**config.mk**
```make
export PLATFORM = sky130hd
export DESIGN_NAME = date_offset_days
export DESIGN_NICKNAME = d
export VERILOG_FILES = /design/src/hdl/dod_pkg.sv /design/src/hdl/dod_ctrl.sv /design/src/hdl/dod_dpath.sv /design/src/hdl/date_offset_days.sv
export SDC_FILE = /design/constraint.sdc
export NUM_CORES = 1
export LEC_CHECK = 0
export BUFFER_PORTS_ARGS = -buffer_cell sky130_fd_sc_hd__buf_2
export CORE_ASPECT_RATIO = 0.7
export CORE_MARGIN = 5
export CORE_UTILIZATION = 30
export CTS_BUF_LIST = sky130_fd_sc_hd__clkbuf_4 sky130_fd_sc_hd__clkbuf_8 sky130_fd_sc_hd__clkbuf_16
export DETAILED_ROUTE_END_ITERATION = 7
export MAX_ROUTING_LAYER = met4
export SLEW_MARGIN = 0
export SYNTH_ARGS = -nofsm -noshare
export SYNTH_HDL_FRONTEND = slang
export SYNTH_SLANG_ARGS = --single-unit
```
**constraint.sdc**
```tcl
create_clock -name clk -period 4.13 [get_ports clk]
set_input_delay 0.826 -clock clk [delete_from_list [all_inputs] [get_ports clk]]
set_output_delay 0.826 -clock clk [all_outputs]
set_load 0.02 [all_outputs]
```
**src/hdl/dod_pkg.sv**
```systemverilog
// Shared types, constants and calendar helpers for the date offset block.
// Used by dod_ctrl, dod_dpath and date_offset_days; depends on nothing.
package dod_pkg;

    localparam int YEAR_W  = 12;
    localparam int DAY_W   = 5;
    localparam int MON_W   = 4;
    localparam int CNT_W   = 16;
    localparam int REM_W   = 7;   // year mod 100
    localparam int ACC_W   = 18;  // signed running day count

    localparam logic [YEAR_W-1:0] YEAR_MAX     = 12'd4095;
    localparam logic [YEAR_W-1:0] CENTURY      = 12'd100;
    localparam logic [REM_W-1:0]  REM_LAST     = 7'd99;
    localparam logic [REM_W-1:0]  REM_OF_MAX   = 7'd95;  // 4095 mod 100
    localparam logic [1:0]        CENT_OF_MAX  = 2'd0;   // (4095 / 100) mod 4

    localparam logic [MON_W-1:0] MON_JAN = 4'd1;
    localparam logic [MON_W-1:0] MON_FEB = 4'd2;
    localparam logic [MON_W-1:0] MON_APR = 4'd4;
    localparam logic [MON_W-1:0] MON_JUN = 4'd6;
    localparam logic [MON_W-1:0] MON_SEP = 4'd9;
    localparam logic [MON_W-1:0] MON_NOV = 4'd11;
    localparam logic [MON_W-1:0] MON_DEC = 4'd12;

    localparam logic [DAY_W-1:0] LEN_31 = 5'd31;
    localparam logic [DAY_W-1:0] LEN_30 = 5'd30;
    localparam logic [DAY_W-1:0] LEN_29 = 5'd29;
    localparam logic [DAY_W-1:0] LEN_28 = 5'd28;

    typedef struct packed {
        logic              func;
        logic [DAY_W-1:0]  day_in;
        logic [MON_W-1:0]  month_in;
        logic [YEAR_W-1:0] year_in;
        logic [CNT_W-1:0]  offset;
    } item_t;

    typedef struct packed {
        logic [DAY_W-1:0]  day_out;
        logic [MON_W-1:0]  month_out;
        logic [YEAR_W-1:0] year_out;
    } result_t;

    typedef enum logic [2:0] {
        ST_IDLE,
        ST_REDUCE,
        ST_SETTLE,
        ST_WALK,
        ST_FINISH
    } state_t;

    typedef struct packed {
        logic load;
        logic reduce;
        logic settle;
        logic step;
        logic capture;
    } cmd_t;

    typedef struct packed {
        logic reduce_done;
        logic walk_done;
    } status_t;

    // rem = year mod 100, cent = (year / 100) mod 4
    function automatic logic leap_year(input logic [REM_W-1:0] rem, input logic [1:0] cent);
        logic by4;
        by4 = (rem[1:0] == 2'd0);
        return (by4 && (rem != '0)) || ((rem == '0) && (cent == 2'd0));
    endfunction

    function automatic logic [DAY_W-1:0] month_length(input logic [MON_W-1:0] mon,
                                                      input logic leap);
        logic [DAY_W-1:0] len;
        if ((mon == MON_APR) || (mon == MON_JUN) || (mon == MON_SEP) || (mon == MON_NOV))
            len = LEN_30;
        else if (mon == MON_FEB)
            len = leap ? LEN_29 : LEN_28;
        else
            len = LEN_31;
        return len;
    endfunction

endpackage

```
**src/hdl/dod_ctrl.sv**
```systemverilog
// Sequencer for the date offset block: reduce year, settle date, walk months.
// Depends on dod_pkg; drives dod_dpath through cmd_t, reads status_t.
module dod_ctrl (
    input  logic             clk,
    input  logic             rst_n,
    input  logic             item_valid,
    output logic             item_ready,
    output logic             result_valid,
    input  logic             result_ready,
    input  dod_pkg::status_t status,
    output dod_pkg::cmd_t    cmd
);

    dod_pkg::state_t state_reg, state_next;
    logic            out_valid_reg, out_valid_next;
    logic            slot_free;

    assign slot_free = !out_valid_reg || result_ready;

    always_ff @(posedge clk or negedge rst_n)
    begin
        if (!rst_n)
        begin
            state_reg     <= dod_pkg::ST_IDLE;
            out_valid_reg <= 1'b0;
        end
        else
        begin
            state_reg     <= state_next;
            out_valid_reg <= out_valid_next;
        end
    end

    always_comb
    begin
        state_next = state_reg;
        unique case (state_reg)
            dod_pkg::ST_IDLE:
                if (item_valid)
                    state_next = dod_pkg::ST_REDUCE;
            dod_pkg::ST_REDUCE:
                if (status.reduce_done)
                    state_next = dod_pkg::ST_SETTLE;
            dod_pkg::ST_SETTLE:
                state_next = dod_pkg::ST_WALK;
            dod_pkg::ST_WALK:
                if (status.walk_done)
                    state_next = slot_free ? dod_pkg::ST_IDLE : dod_pkg::ST_FINISH;
            dod_pkg::ST_FINISH:
                if (slot_free)
                    state_next = dod_pkg::ST_IDLE;
            default:
                state_next = dod_pkg::ST_IDLE;
        endcase
    end

    always_comb
    begin
        cmd        = '0;
        item_ready = 1'b0;
        unique case (state_reg)
            dod_pkg::ST_IDLE:
            begin
                item_ready = 1'b1;
                cmd.load   = item_valid;
            end
            dod_pkg::ST_REDUCE:
                cmd.reduce = !status.reduce_done;
            dod_pkg::ST_SETTLE:
                cmd.settle = 1'b1;
            dod_pkg::ST_WALK:
            begin
                cmd.step    = !status.walk_done;
                cmd.capture = status.walk_done && slot_free;
            end
            dod_pkg::ST_FINISH:
                cmd.capture = slot_free;
            default:
                cmd = '0;
        endcase
    end

    // result register is freed by a transfer and refilled by a capture
    always_comb
    begin
        out_valid_next = out_valid_reg;
        if (cmd.capture)
            out_valid_next = 1'b1;
        else if (result_ready)
            out_valid_next = 1'b0;
    end

    assign result_valid = out_valid_reg;

    a_no_overwrite: assert property (@(posedge clk) disable iff (!rst_n)
        cmd.capture |-> (!out_valid_reg || result_ready))
        else $error("result overwritten before transfer");

    a_capture_sets_valid: assert property (@(posedge clk) disable iff (!rst_n)
        cmd.capture |=> result_valid)
        else $error("capture did not raise result_valid");

    a_one_cmd: assert property (@(posedge clk) disable iff (!rst_n)
        $onehot0({cmd.load, cmd.reduce, cmd.settle, cmd.step, cmd.capture}))
        else $error("conflicting datapath commands");

endmodule

```
**src/hdl/dod_dpath.sv**
```systemverilog
// Datapath for the date offset block: year residues, month walk, result register.
// Depends on dod_pkg; controlled by dod_ctrl through cmd_t and status_t.
module dod_dpath (
    input  logic             clk,
    input  logic             rst_n,
    input  dod_pkg::cmd_t    cmd,
    input  dod_pkg::item_t   item,
    output dod_pkg::status_t status,
    output dod_pkg::result_t result
);

    logic                               sub_reg;
    logic [dod_pkg::DAY_W-1:0]          day_reg;
    logic [dod_pkg::MON_W-1:0]          mon_reg, mon_next;
    logic [dod_pkg::YEAR_W-1:0]         yr_reg, yr_next;
    logic [dod_pkg::CNT_W-1:0]          cnt_reg;
    logic [dod_pkg::YEAR_W-1:0]         rem_reg, rem_next;
    logic [1:0]                         cent_reg, cent_next;
    logic signed [dod_pkg::ACC_W-1:0]   acc_reg, acc_next;
    dod_pkg::result_t                   res_reg;

    logic [dod_pkg::REM_W-1:0] rem7;
    logic                      leap;
    logic [dod_pkg::DAY_W-1:0] len_cur, len_prev, day_fix;
    logic [dod_pkg::MON_W-1:0] mon_clamp, mon_dec;
    logic signed [dod_pkg::ACC_W-1:0] len_cur_s, len_prev_s, day_s, cnt_s;

    assign rem7      = rem_reg[dod_pkg::REM_W-1:0];
    assign leap      = dod_pkg::leap_year(rem7, cent_reg);
    assign len_cur   = dod_pkg::month_length(mon_reg, leap);
    assign mon_dec   = mon_reg - dod_pkg::MON_W'(1);
    // the previous month never wraps onto February, so this year's leap flag serves
    assign len_prev  = dod_pkg::month_length(mon_dec, leap);
    assign len_cur_s  = $signed({{(dod_pkg::ACC_W-dod_pkg::DAY_W){1'b0}}, len_cur});
    assign len_prev_s = $signed({{(dod_pkg::ACC_W-dod_pkg::DAY_W){1'b0}}, len_prev});

    always_comb
    begin
        if (item.month_in < dod_pkg::MON_JAN)
            mon_clamp = dod_pkg::MON_JAN;
        else if (item.month_in > dod_pkg::MON_DEC)
            mon_clamp = dod_pkg::MON_DEC;
        else
            mon_clamp = item.month_in;
    end

    always_comb
    begin
        if (day_reg == '0)
            day_fix = dod_pkg::DAY_W'(1);
        else if (day_reg > len_cur)
            day_fix = len_cur;
        else
            day_fix = day_reg;
    end

    assign day_s = $signed({{(dod_pkg::ACC_W-dod_pkg::DAY_W){1'b0}}, day_fix});
    assign cnt_s = $signed({{(dod_pkg::ACC_W-dod_pkg::CNT_W){1'b0}}, cnt_reg});

    assign status.reduce_done = (rem_reg < dod_pkg::CENTURY);
    assign status.walk_done   = sub_reg ? (acc_reg > 0) : (acc_reg <= len_cur_s);

    always_comb
    begin
        mon_next  = mon_reg;
        yr_next   = yr_reg;
        rem_next  = rem_reg;
        cent_next = cent_reg;
        acc_next  = acc_reg;
        priority if (cmd.load)
        begin
            mon_next  = mon_clamp;
            yr_next   = item.year_in;
            rem_next  = item.year_in;
            cent_next = 2'd0;
        end
        else if (cmd.reduce)
        begin
            rem_next  = rem_reg - dod_pkg::CENTURY;
            cent_next = cent_reg + 2'd1;
        end
        else if (cmd.settle)
        begin
            acc_next = sub_reg ? (day_s - cnt_s) : (day_s + cnt_s);
        end
        else if (cmd.step)
        begin
            if (!sub_reg)
            begin
                acc_next = acc_reg - len_cur_s;
                if (mon_reg == dod_pkg::MON_DEC)
                begin
                    mon_next = dod_pkg::MON_JAN;
                    if (yr_reg == dod_pkg::YEAR_MAX)
                    begin
                        yr_next   = '0;
                        rem_next  = '0;
                        cent_next = 2'd0;
                    end
                    else
                    begin
                        yr_next = yr_reg + dod_pkg::YEAR_W'(1);
                        if (rem7 == dod_pkg::REM_LAST)
                        begin
                            rem_next  = '0;
                            cent_next = cent_reg + 2'd1;
                        end
                        else
                            rem_next = rem_reg + dod_pkg::YEAR_W'(1);
                    end
                end
                else
                    mon_next = mon_reg + dod_pkg::MON_W'(1);
            end
            else
            begin
                if (mon_reg == dod_pkg::MON_JAN)
                begin
                    mon_next = dod_pkg::MON_DEC;
                    acc_next = acc_reg + dod_pkg::ACC_W'(dod_pkg::LEN_31);
                    if (yr_reg == '0)
                    begin
                        yr_next   = dod_pkg::YEAR_MAX;
                        rem_next  = dod_pkg::YEAR_W'(dod_pkg::REM_OF_MAX);
                        cent_next = dod_pkg::CENT_OF_MAX;
                    end
                    else
                    begin
                        yr_next = yr_reg - dod_pkg::YEAR_W'(1);
                        if (rem7 == '0)
                        begin
                            rem_next  = dod_pkg::YEAR_W'(dod_pkg::REM_LAST);
                            cent_next = cent_reg - 2'd1;
                        end
                        else
                            rem_next = rem_reg - dod_pkg::YEAR_W'(1);
                    end
                end
                else
                begin
                    mon_next = mon_dec;
                    acc_next = acc_reg + len_prev_s;
                end
            end
        end
        else
        begin
            acc_next = acc_reg;
        end
    end

    always_ff @(posedge clk)
    begin
        if (cmd.load)
        begin
            sub_reg <= item.func;
            day_reg <= item.day_in;
            cnt_reg <= item.offset;
        end
        mon_reg  <= mon_next;
        yr_reg   <= yr_next;
        rem_reg  <= rem_next;
        cent_reg <= cent_next;
        acc_reg  <= acc_next;
        if (cmd.capture)
        begin
            res_reg.day_out   <= acc_reg[dod_pkg::DAY_W-1:0];
            res_reg.month_out <= mon_reg;
            res_reg.year_out  <= yr_reg;
        end
    end

    assign result = res_reg;

    a_step_residue: assert property (@(posedge clk) disable iff (!rst_n)
        cmd.step |-> (rem_reg < dod_pkg::CENTURY))
        else $error("month walk with unreduced year residue");

    a_step_month: assert property (@(posedge clk) disable iff (!rst_n)
        cmd.step |-> ((mon_reg >= dod_pkg::MON_JAN) && (mon_reg <= dod_pkg::MON_DEC)))
        else $error("month out of range during walk");

    a_capture_done: assert property (@(posedge clk) disable iff (!rst_n)
        cmd.capture |-> (status.walk_done && (acc_reg > 0)))
        else $error("capture before walk finished");

endmodule

```
**src/hdl/date_offset_days.sv**
```systemverilog
// Top level of the Gregorian date offset block.
// Depends on dod_pkg, dod_ctrl and dod_dpath.
//
// Adds (func 0) or subtracts (func 1) offset days to a date, one result per item.
// An item is taken only when the block is idle; its work runs in three phases:
// reducing the year to its residue mod 100 (one subtract of 100 per cycle),
// settling the start date (month clamped to 1..12 on load, day to 1..length),
// then walking the months, stepping one month per cycle. The result sits in an
// output register, so the next item is taken while the previous result still
// waits for its transfer. Years wrap modulo 4096.
module date_offset_days (
    input  logic             clk,
    input  logic             rst_n,
    input  logic             item_valid,
    output logic             item_ready,
    input  dod_pkg::item_t   item,
    output logic             result_valid,
    input  logic             result_ready,
    output dod_pkg::result_t result
);

    dod_pkg::cmd_t    cmd;
    dod_pkg::status_t status;

    dod_ctrl u_ctrl (
        .clk          (clk),
        .rst_n        (rst_n),
        .item_valid   (item_valid),
        .item_ready   (item_ready),
        .result_valid (result_valid),
        .result_ready (result_ready),
        .status       (status),
        .cmd          (cmd)
    );

    dod_dpath u_dpath (
        .clk    (clk),
        .rst_n  (rst_n),
        .cmd    (cmd),
        .item   (item),
        .status (status),
        .result (result)
    );

endmodule

```
==> run summary, run 1 <==
status: complete, but fails checks
violated checks: setup timing
Max Slew Vio Count: 0
H-tree depth reported by CTS: 3
# nets final: 922
PnR worst setup slack: -0.0104 ns
Worst Max-Slew Pin Slew: 0.990 ns
register area share after synthesis: 39.8%
clock insertion delay at the later pin of the skew report: 0.35 ns
Synth Area in Compound Gates: 17.9%
reg-to-reg startpoint: u_dpath.rem_reg[2]
CP arrival: 4.25 ns
Post-synth ARST share: 4.21%
initial antenna violation count: 0
DR vias/cell: 5.35
Top FF cell, synth: edfxtp_1
Peak supply drop: 264 µV
cells after synthesis: 772
vias in the first global route: 5590
clock tree sinks: 95
Worst Hold Class: in2async
CTS max path bufs: 2
WS Path Type: reg2reg
CTS tree: built
Die Y: 138 µm
num ports: 65
Layout fillers: 2442
Synth Area in XOR/XNOR: 7.56%
Avg WL per Cell: 17.5 µm
Post-synth top cells: 89 x edfxtp_1, 74 x nand2_1, 54 x nor2_1, 50 x a21oi_1, 48 x o21ai_0
Synth Net Count: 844
multiplexer area fraction after synthesis: 3.47%
ANT nets after route: 0
PortBufs: 64
required time worst endpoint: 4.24 ns
number of flops mapped to enable cells by yosys: 89
routed vias: 6273
post-DP HPWL: 15300 µm
synth-to-layout area growth: 19.7%
yosys warns: 0
Post-CTS Hold Fix Bufs: 0
register bit total from synthesis: 95
Worst R2R Setup Slack: -0.01 ns
ratio of cells with drive above 1 in the final layout: 19.6%
most common cell in the netlist: edfxtp_1
Starting Density: 30.2%
max_slew headroom: 33.5%
Final Cell Area: 0.00845 mm²
GPL Wtd Cong: 0.882
drt total wl: 20500 µm
CTS clk-pin slew, worst paths: 0.07 ns
Avg Inst Size Synth: 9.15 µm²
core area: 0.0234 mm²
fin crit share: 100%
Pwr Density: 705 mW/mm²
Clock Skews: 0.0110 ns
Crit Path Max Fanout: 5
hold_ws: 0.266 ns
Die ar.: 0.0268 mm²
Clock Root Buffer: clkbuf_16
largest net degree at the start of global routing: 28
largest family of logic cells by synthesized area: simple AND/OR/NAND/NOR gates
unrepaired setup endpoints after global routing: true
post-synth top area share: 37.8%
# rows: 47
first-pass GRT wire length: 32300 µm
Mapped Area: 0.00706 mm²
max FFs per register: 21
Lkg Pwr: 0.00312 µW
1st-iter DRT viols: 660
# DRC: 0
chip width: 193 µm
setup violators final: 1
adder-cell share of the synthesized area: 5.85%
Max Fclk: 242 MHz
library cells used by synthesis: 77
Final min period: 4.14 ns
Startpoint Class: flip-flop
Num CTS Buffers: 9
R2R cell count: 20
endpoint type of the worst setup path: flip-flop
diode count: 0
First-pass DRT Iterations: 7
ranking of synthesized cells by area: edfxtp_1 38%, ha_1 5.1%, xnor2_1 4.5%, nand2_1 3.9%, a21oi_1 3.5%
total gr overflow: 0
gr usage total: 15.2%
Max Cap Violations: 0
worst r2r dst: u_dpath.acc_reg[8]
dpl cell area: 0.00803 mm²
setup tns final: -0.0104 ns
Synth Area in Simple Gates: 20.8%
Hold Violations, Final: 0
cell taking the most area after synthesis: edfxtp_1
## metrics by stage
step / cells / total power, µW / utilization, % / setup WS, ns
after floorplan: 772 / 4010 / - / -0.0194
after global placement: 1152 / 4940 / 34.3 / -0.114
after detailed placement: 1152 / 4970 / 34.3 / -0.242
after CTS: 1169 / 5870 / 35.7 / 0.00499
after global routing: 1173 / 6390 / 36.1 / -0.199
final: 1173 / 5960 / 36.1 / -0.0104
## layer usage
metal  track usage [%]  vias to the layer above  share of wire [%]
met5                 -                        -                  0
met4              3.24                        0               0.98
met3              2.50                       17                6.0
met2              18.3                      211                 38
met1              25.6                     2998                 55
li1                  -                     3047                  -
## critical path: stages, from the launching register on
cell and delay (ns):
edfxtp_1 0.43, inv_4 0.09, ha_4 0.14, nand2b_4 0.06, o41ai_4 0.33, o21a_1 0.17
o31ai_2 0.07, ha_1 0.29, nor2_1 0.04, maj3_2 0.32, and3_4 0.16, or3_4 0.33
ha_4 0.18, ha_4 0.17, nor4b_4 0.30, a2111oi_4 0.13, a2bb2oi_4 0.25, buf_6 0.13
o21ai_2 0.05, xnor2_1 0.16, mux2i_1 0.09
## worst max-delay path by stage
stage                             start  cells after the start  slack (ns)             endpoint
CTS                 u_dpath.cent_reg[0]                     19       0.005  u_dpath.acc_reg[14]
detailed placement  u_dpath.cent_reg[0]                     19       -0.24  u_dpath.acc_reg[14]
global placement    u_dpath.cent_reg[0]                     19       -0.11   u_dpath.acc_reg[7]
finish               u_dpath.rem_reg[2]                     20       -0.01   u_dpath.acc_reg[8]
global route         u_dpath.rem_reg[2]                     19       -0.20  u_dpath.acc_reg[14]
floorplan            u_dpath.rem_reg[2]                     20       -0.02   u_dpath.acc_reg[4]
## power breakdown
group | internal (µW) | switching (µW)
Combinational | 1290 | 1770
Clock | 485 | 377
Sequential | 1610 | 425
## cell type report
cell class              instances  area [µm²]  share of cell area, %
clock buffers                  11         240                   2.84
clock inverters                 5        60.1                  0.710
well taps                     318         398                   4.71
multi-input cells             596        4100                   48.5
inverters                      38         145                   1.72
repair buffers                110         694                   8.21
flip-flops and latches         95        2810                   33.3
## cell usage in the layout, fill, tap and decap left out, drive strengths merged, types with 6 or more instances in the layout
cell / count
and3: 8
a21oi: 50
or3: 15
a31oi: 9
edfxtp: 89
nor2: 54
a22oi: 6
nor3: 29
nand2: 74
xor2: 25
and2: 9
nand3: 33
inv: 36
ha: 29
nor4: 8
clkbuf: 11
o21ai: 48
xnor2: 36
a211oi: 11
nand4: 10
o221ai: 9
o211ai: 6
nand2b: 14
mux2i: 20
buf: 110
## what timing repair did
| action | in CTS | in global routing |
|---|---|---|
| pin swaps | 2 | 25 |
| gates cloned | 0 | 0 |
| setup buffers | 1 | 4 |
| gates resized for setup | 2 | 17 |
| setup endpoints to repair | 9 | 20 |
## kinds of logic (layout without fill, tap and decap cells)
| group | after synthesis | in the layout |
|---|---|---|
| mux | 23 | 23 |
| compound gates | 193 | 193 |
| flops | 95 | 95 |
| fa+ha+maj | 33 | 33 |
| buf+inv | 81 | 164 |
| simple gates | 286 | 286 |
| xor+xnor | 61 | 61 |
(Power assumes the default switching activity.)
==> run 2, diff against run 1 <==
- REMOVE_ABC_BUFFERS: unset -> 1
==> run 2 against run 1 <==
The run now ends clean; largest cell class unchanged; setup slack better by 0.031 ns; via count rose by 0.14%; power grew 3.4%; cell area grew 2.2%; die area is the same; highest routed layer unchanged; critical path depth is 1 lower; clock power increased by 17%; non-clock buffer count up 15; final cell count rose by 1.3%; core utilization up 0.80 points; sequential cell count unchanged; global-route usage fell by 0.087 points; critical path type unchanged.
==> run summary, run 2 (synthesis gave the netlist of run 1 again) <==
status: complete, no violations
Layout fillers: 2413
initial antenna violation count: 0
H-tree depth reported by CTS: 3
total gr overflow: 0
most used cell, CP: ha_4
required time worst endpoint: 4.21 ns
gr usage total: 15.2%
synth-to-layout area growth: 22.3%
diode count: 0
Clock Root Buffer: clkbuf_16
Die ar.: 0.0268 mm²
CTS max path bufs: 2
most frequent cells in the layout: 89 x edfxtp_1, 74 x nand2_1, 64 x buf_2
Starting Density: 30.2%
Buf+Inv Stages, Crit Path: 1
GPL Wtd Cong: 0.963
Lkg Pwr: 0.00321 µW
# rows: 47
largest net degree at the start of global routing: 33
DR vias/cell: 5.29
endpoint type of the worst setup path: flip-flop
Worst Hold Class: in2async
unrepaired setup endpoints after global routing: true
Die Y: 138 µm
routed wire length on met3: 1350 µm
num ports: 65
placed cells: 1166
CP arrival: 4.19 ns
PnR worst setup slack: 0.0210 ns
fin util: 36.9%
ratio of cells with drive above 1 in the final layout: 21.3%
WS Path Type: reg2reg
Pwr Density: 713 mW/mm²
max_slew headroom: 35.8%
post-DP HPWL: 15000 µm
R2R cell count: 19
cell family with most CP delay: adder cells
clock tree sinks: 95
chip width: 193 µm
DP Worst Slack: -0.767 ns
reg-to-reg startpoint: u_dpath.rem_reg[3]
Max Cap Violations: 0
worst r2r dst: u_dpath.acc_reg[12]
CTS tree: built
vias in the first global route: 5839
routed vias: 6282
Max Fclk: 243 MHz
wire length the detailed router placed on met1: 10700 µm
Crit Path Max Fanout: 6
setup violators final: 0
Worst R2R Setup Slack: 0.02 ns
Crit-path slowest cell: edfxtp_1
core area: 0.0234 mm²
Final Cell Area: 0.00864 mm²
slowest stage delay, CP: 0.40 ns
First-pass DRT Iterations: 5
Tot Pwr: 6160 µW
Layout Cells excl Fill: 1188
fin crit share: 99.5%
ANT nets after route: 0
1st-iter DRT viols: 595
# DRC: 0
Clock Skews: 0.0103 ns
Startpoint Class: flip-flop
CP Cell Sequence: inv_2 -> ha_4 -> nand2b_4 -> o41ai_4 -> o21a_1 -> o31ai_4 -> ha_1 -> nor2_1 -> maj3_2 -> and3_4 -> or3_4 -> ha_4 -> ha_4 -> nor4b_4 -> a2111oi_4 -> a2bb2oi_4 -> o32ai_2 -> xnor2_1 -> mux2i_1
dpl cell area: 0.00803 mm²
first-pass GRT wire length: 32400 µm
most common cell after layout, fill and taps aside: edfxtp_1
Met2 Wirelength: 7720 µm
Worst Max-Slew Pin Slew: 0.956 ns
clock insertion delay at the later pin of the skew report: 0.36 ns
drt total wl: 20100 µm
Avg WL per Cell: 16.9 µm
Num CTS Buffers: 9
PortBufs: 64
Peak supply drop: 310 µV
Hold Violations, Final: 0
CTS clk-pin slew, worst paths: 0.07 ns
max FFs per register: 21
Top Layer Used: met4
Final min period: 4.11 ns
# nets final: 937
Max Slew Vio Count: 0
## run 2: how the worst max path moves through the flow
stage | startpoint | endpoint | slack (ns) | depth (start not counted)
2_1_floorplan | u_dpath.rem_reg[2] | u_dpath.acc_reg[8] | -0.35 | 19
3_3_place_gp | u_dpath.cent_reg[0] | u_dpath.acc_reg[12] | -0.41 | 19
3_5_place_dp | u_dpath.cent_reg[0] | u_dpath.acc_reg[12] | -0.77 | 19
4_1_cts | u_dpath.rem_reg[3] | u_dpath.acc_reg[12] | 0.001 | 19
5_1_grt | u_dpath.rem_reg[3] | u_dpath.acc_reg[14] | -0.14 | 19
6_report | u_dpath.rem_reg[3] | u_dpath.acc_reg[12] | 0.02 | 19
## run 2: metrics by stage
stage / hold WS, ns / TNS (ns)
after floorplan: 0.438 / -4.62
after global placement: 0.450 / -2.60
after detailed placement: 0.458 / -5.54
after CTS: 0.247 / 0
after global routing: 0.251 / -0.768
final: 0.259 / 0
## run 2: power by group
group | leakage (µW) | total, µW | switching (µW) | internal [µW]
Combinational | 0.00215 | 3150 | 1810 | 1340
Clock | 0.000171 | 1010 | 365 | 649
Sequential | 0.000894 | 1990 | 386 | 1610
## run 2: final cells by class
cell class,count,area (µm²),share of cell area (%)
Clock buffer,9,225,2.61
Clock inverter,7,135,1.56
Inverter,38,143,1.65
Multi-Input combinational cell,596,4140,47.9
Sequential cell,95,2810,32.6
Tap cell,318,398,4.60
Timing Repair Buffer,125,791,9.15
## run 2: timing repair
action | CTS | global route
hold buffers | 0 | 0
pin swaps | 13 | 18
setup endpoints to repair | 14 | 14
resized for setup | 29 | 13
setup buffers | 1 | 5
## run 2: metal layers
layer	vias to the layer above	global-route usage, %
met2	222	19.1
met5	-	-
li1	3079	-
met1	2959	23.9
met4	0	3.87
met3	22	3.33
